### config.mk
export PLATFORM = sky130hd
export DESIGN_NAME = ilb_cell
export DESIGN_NICKNAME = d
export VERILOG_FILES = /design/src/sv/ilb_pkg.sv /design/src/sv/ilb_cell.sv
export SDC_FILE = /design/constraint.sdc
export NUM_CORES = 1
export LEC_CHECK = 0
export BUFFER_PORTS_ARGS = -buffer_cell sky130_fd_sc_hd__buf_4
export CORE_ASPECT_RATIO = 1.1
export CORE_MARGIN = 4
export CORE_UTILIZATION = 33
export CTS_CLUSTER_DIAMETER = 200
export DETAILED_ROUTE_END_ITERATION = 6
export GPL_ROUTABILITY_DRIVEN = 1
export PLACE_DENSITY = 0.77
export SKIP_LAST_GASP = 1
export SLEW_MARGIN = 10
export SYNTH_ARGS = -nofsm -noshare
export SYNTH_HDL_FRONTEND = slang
export SYNTH_SLANG_ARGS = --single-unit
### constraint.sdc
create_clock -name clk -period 4.4 [get_ports clk]
set_input_delay 0.66 -clock clk [delete_from_list [all_inputs] [get_ports clk]]
set_output_delay 0.66 -clock clk [all_outputs]
set_load 0.03 [all_outputs]
### src/sv/ilb_pkg.sv
`timescale 1ns / 1ps
// ----------------------------------------------------------------------------
// ilb_pkg
// Shared types and defaults for the indexed list buffer: request codes,
// status codes and the per-cycle update flags broadcast to the cell chain.
// ----------------------------------------------------------------------------
package ilb_pkg;

    // default geometry
    localparam int CAPACITY_DEF  = 64;
    localparam int WORD_BITS_DEF = 32;

    // request codes
    typedef enum logic [2:0] {
        OP_PUSH   = 3'd0,
        OP_POP    = 3'd1,
        OP_READ   = 3'd2,
        OP_WRITE  = 3'd3,
        OP_INSERT = 3'd4,
        OP_DELETE = 3'd5
    } op_t;

    // result status codes
    typedef enum logic [1:0] {
        ST_OK    = 2'd0,
        ST_RANGE = 2'd1,
        ST_EMPTY = 2'd2,
        ST_FULL  = 2'd3
    } status_t;

    // update flags broadcast to every cell, at most one set per beat
    typedef struct packed {
        logic do_push;
        logic do_write;
        logic do_insert;
        logic do_delete;
    } cell_ctl_t;

endpackage

### src/sv/ilb_cell.sv
`timescale 1ns / 1ps
// ----------------------------------------------------------------------------
// ilb_cell
// One list entry. Holds a word, loads the request word, takes its lower
// neighbor's word on insert or its upper neighbor's word on delete.
// ----------------------------------------------------------------------------
module ilb_cell
    import ilb_pkg::*;
#(
    parameter int IDX       = 0,
    parameter int WORD_BITS = WORD_BITS_DEF,
    parameter int CNT_W     = 7
)
(
    input  logic                 clk,
    input  cell_ctl_t            ctl,
    input  logic [CNT_W-1:0]     pos,
    input  logic [CNT_W-1:0]     fill,
    input  logic [CNT_W-1:0]     rd_idx,
    input  logic [WORD_BITS-1:0] new_word,
    input  logic [WORD_BITS-1:0] prev_word,
    input  logic [WORD_BITS-1:0] next_word,
    output logic [WORD_BITS-1:0] word,
    output logic [WORD_BITS-1:0] sel_word
);

    localparam logic [CNT_W-1:0] MY_IDX  = CNT_W'(IDX);
    localparam logic [CNT_W:0]   MY_IDX1 = (CNT_W + 1)'(IDX + 1);

    logic [WORD_BITS-1:0] word_reg;
    logic [WORD_BITS-1:0] word_next;
    logic                 at_pos;

    assign at_pos = (MY_IDX == pos);

    // pick the word this entry holds after the beat
    always_comb
    begin
        word_next = word_reg;
        if (ctl.do_push && (MY_IDX == fill))
        begin
            word_next = new_word;
        end
        else if (ctl.do_write && at_pos)
        begin
            word_next = new_word;
        end
        else if (ctl.do_insert)
        begin
            if (at_pos)
                word_next = new_word;
            else if ((MY_IDX > pos) && (MY_IDX <= fill))
                word_next = prev_word;
        end
        else if (ctl.do_delete)
        begin
            if ((MY_IDX >= pos) && (MY_IDX1 < {1'b0, fill}))
                word_next = next_word;
        end
    end

    // entry storage
    always_ff @(posedge clk)
    begin
        word_reg <= word_next;
    end

    assign word     = word_reg;
    // masked readout, or-combined at the top level
    assign sel_word = (MY_IDX == rd_idx) ? word_reg : '0;

endmodule

==> Word-level counts from Yosys, hierarchy flattened <==
Index checks and enable logic that the tools add are counted.
{ "op_classes": {"n_mux": 8, "eq_ne": 1, "n_lt_le_gt_ge": 4, "n_reduce_logical": 10} }
{ "op_table": {"columns": ["cell", "n"], "rows": [
  ["$mux W32", 8],
  ["$logic_not A7 Y1", 3],
  ["$reduce_bool A4 Y1", 2],
  ["$ge A1 B7 Y1 const A", 1],
  ["$gt A1 B7 Y1 const A", 1],
  ["$le A1 B7 Y1 const A", 1],
  ["$lt A1 B7 Y1 const A", 1],
  ["$ne A5 B1 Y1 const B", 1],
  ["$logic_and A1 B1 Y1", 4],
  ["$reduce_and A3 Y1", 1]
]} }
{ "totals": {"output_inout_bits": 64, "in_bits": 122, "ff_bits": 32} }

==> Logic depth before layout (Yosys ltp) <==
{ "logic_depth": {"word_depth": 7, "ltp_mapped": 5, "depth_no_buf": 4} }

==> Worst setup path before layout <==
Ideal clock, no wire load.
{ "synth_timing": {"path_kind": "in2reg", "startpoint": "input port pos[4]", "endpoint": "register word_reg[0] (netlist: word[0]), enable pin", "cell_stages": 3, "t_arrival_ns": 3.968, "path_buffers": 0, "path_slack_ns": -0.034, "cell_sequence": "or4_4 or4_4 o21ai_0"} }
{ "synth_via": {"elab_chain_len": 4, "elab_cells_between_ends": 10, "cone_classes": "order compare (2); eq/ne (1); reduce/logical (7)"} }
{ "synth_rtl": {"columns": ["item", "line_no", "source"], "rows": [
  ["start, declared", "ilb_cell.sv:17", "input logic [CNT_W-1:0] pos,"],
  ["$gt A1 B7 Y1, or another cell as far along", "ilb_cell.sv:52", "else if ((MY_IDX > pos) && (MY_IDX <= fill))"],
  ["$logic_and A1 B1 Y1, on equally long branches", "ilb_cell.sv:52, ilb_cell.sv:44, ilb_cell.sv:57", null],
  ["$ne A5 B1 Y1 (no line) or $reduce_bool A4 Y1 (tied branches)", null, null],
  ["$reduce_and A3 Y1 (no line) *", null, null],
  ["end signal, assigned", "ilb_cell.sv:65", "word_reg <= word_next;"],
  ["end, declared", "ilb_cell.sv:30", "logic [WORD_BITS-1:0] word_reg;"]
]} }
Mark *: on every way between the ends. The rest lies on a longest branch, timed or not.
A chain may end at the register's enable or synchronous reset.

==> Worst setup path in the final report <==
{ "layout_timing": {"startpoint": "input port rd_idx[2]", "endpoint": "output port sel_word[2]"} }
{ "layout_via": {"elab_chain_len": 2} }
{ "layout_rtl": {"columns": ["item", "line_no", "source"], "rows": [
  ["start, declared", "ilb_cell.sv:19", "input logic [CNT_W-1:0] rd_idx,"],
  ["$logic_not A7 Y1", "ilb_cell.sv:70", "assign sel_word = (MY_IDX == rd_idx) ? word_reg : '0;"],
  ["$mux W32", "ilb_cell.sv:70", null],
  ["end, declared", "ilb_cell.sv:24", "output logic [WORD_BITS-1:0] sel_word"]
]} }
Every way passes these cells.

==> run_results.csv <==
group,metric,value,unit
drt,drc_errors,0,
logic_synthesis,yosysWarnings,0,
floorplanning,die_w,80.9,um
layout,final_layout_size_suffix_gt1_share,58.7,%
power,power_per_cell_area,205,nW/um^2
timing,setup_viol,0,
logic_synthesis,yosys-top-cells-count,"32 x a221o_1, 32 x and2_1, 32 x edfxtp_1",
place,io_buffers,185,
layout,largest_reg_flops,32,
drt,vias,2058,
setup_path,critical-path-max-stage-delay,540,ps
setup_path,crit_path_end_kind,"output pin",
logic_synthesis,ys_async_sr_fraction,0,%
clock_tree,numCtsBuffers,5,
drt,drt_pre_antenna_iters,4,
global_route,antenna_found_initial,0,
logic_synthesis,synth_area_leaders,"edfxtp_1 50%, a221o_1 17%, and2_1 10%, and3_1 10%, buf_6 3.5%",
layout,area.sequential,961,um^2
setup_path,path_delay_family,"simple AND/OR/NAND/NOR gates",
setup_path,worst_path_max_delay_cell,"or4_1",
logic_synthesis,synth_seq_cells,32,
floorplanning,io_pins,186,
logic_synthesis,post-synth-top-area-cell,"edfxtp_1",
logic_synthesis,synth-edff-count,32,
clock_tree,clk_path_buf_depth,2,
clock_tree,cts_root_buf,"clkbuf_8",
floorplanning,fp.dieArea,7130,um^2
setup_path,worstPathMaxFanout,32,
layout,area_growth,77.9,%
layout,multiInputGateArea,896,um^2
clock_tree,hold_buffers,0,
floorplanning,die_h,88.2,um
timing,grt_setup_unrepaired,"no",
setup_path,cp_cell_sequence,"buf_4, or4_1, nor4_2, buf_4, and2_1, buf_4",
logic_synthesis,syn_inst,162,
run_status,status,"complete, no violations",
power,p_leak,1.63,nW
timing,final_hold_viol_count,0,
layout,n_fill_cell,506,
setup_path,path_common_cell,"buf_4",
drt,routedWlPerCell,16.9,um
setup_path,required,3740,ps
floorplanning,core,5540,um^2
timing,fin_crit,2730,ps
power,vdd_drop_max,0.106,mV
global_route,grt_overflow,0,
logic_synthesis,ys_types,22,
drt,drt-initial-drc-count,63,
drt,vias_per_cell,4.95,
place,placed_cells,409,
floorplanning,rows,28,
timing,max_freq,366,MHz
clock_tree,clkSlewWorstSetupHoldPaths,60,ps
global_route,track_usage,18.5,%
timing,drv_slew,0,
clock_tree,cts_setup_buffers,0,
logic_synthesis,synth_ff_type,"edfxtp_1",
setup_path,critPathBufInv,3,
global_route,grt_pass1_wl,9930,um
setup_path,arrival,2070,ps
logic_synthesis,syn_area,1930,um^2
clock_tree,postCtsResizedCells,0,
run,cap_viol_max_count,0,
global_route,grt_max_degree,33,
clock_tree,cts.sinks,32,
timing,relSlewSlack,33.6,%
layout,n_antenna_cell,0,
timing,worstMarginPinSlew,992,ps
setup_path,start_kind,"input pin",
logic_synthesis,syn_avg_cell_area,11.9,um^2
setup_path,criticalPathCategory,"in -> out",
timing,tns,0,ps
global_route,grt_pass1_vias,2096,
layout,nets,463,
floorplanning,start_util,34.8,%
drt,wirelength,7010,um
drt,ant_nets,0,
layout,layout.cells.non_filler,416,
logic_synthesis,seq_area_frac_synth,49.8,%
clock_tree,htreeDepth,2,
logic_synthesis,syn_nets,284,
logic_synthesis,synth_top_area_share,49.8,%
place,place_congestion,0.815,
clock_tree,cts_tree,"yes",
worst_hold_path,hold_class,"in -> reg",
timing,finalCritPeriodShare,62.1,%
==> metal layers <==
metal / vias up / routed length, um / track usage, %
met2: 108 / 3860 / 35.5
met3: 10 / 564 / 4.73
met4: 0 / 144 / 6.91
met5: - / 0 / 0
met1: 930 / 2440 / 19.1
li1: 1010 / - / -
==> cells by family (layout without fill, tap and decap cells) <==
logic type	count (synthesis)	after routing	share of synthesized area (%)
buffers and inverters	15	194	5.26
AO/OA/AOI/OAI	38	38	19.2
flip-flops	32	32	49.8
AND/OR/NAND/NOR	77	77	25.7
==> per-stage QoR <==
step / setup slack, ps / instance area (um^2) / util, % / hold WS (ps) / power (W)
after floorplan: 835 / 1930 / - / 874 / 0.000407
after global placement: 1430 / 3350 / 60.6 / 961 / 0.000501
after detailed placement: 1370 / 3350 / 60.6 / 962 / 0.000505
after CTS: 1640 / 3430 / 62.0 / 671 / 0.000708
after global routing: 1580 / 3430 / 62.0 / 667 / 0.000731
final: 1670 / 3430 / 62.0 / 674 / 0.000703
==> placed cells by master (no fill, tap or decap), drive strengths merged <==
cell type  count
clkbuf         5
and3          31
nor4           2
nand2          1
a221o         32
a21oi          2
buf          187
o21ai          2
or2            1
nor3           1
a211oi         1
or4            4
nor2b          1
and2          32
clkinv         2
or3            1
o41a           1
edfxtp        32
nor2           2
or4b           1
==> layout make-up <==
type / instances / share of cell area, %
multi-input cells: 115 / 26.1
clock buffers: 5 / 2.01
repair buffers: 187 / 40.9
flip-flops and latches: 32 / 28.0
well taps: 75 / 2.74
clock inverters: 2 / 0.219
==> power breakdown <==
group / internal (W) / switching, W / total, W
sequential: 0.000343 / 0.00000189 / 0.000345
clock: 0.000104 / 0.000102 / 0.000206
combinational: 0.000101 / 0.0000517 / 0.000153
total: 0.000548 / 0.000155 / 0.000703
==> worst paths after layout <==
kind / slack, ps / cells past startpoint / from / endpoint
hold / removal: 670 / 2 / next_word[19] / word[19]
setup / recovery: 1670 / 6 / rd_idx[2] / sel_word[2]
(Power assumes the default switching activity.)
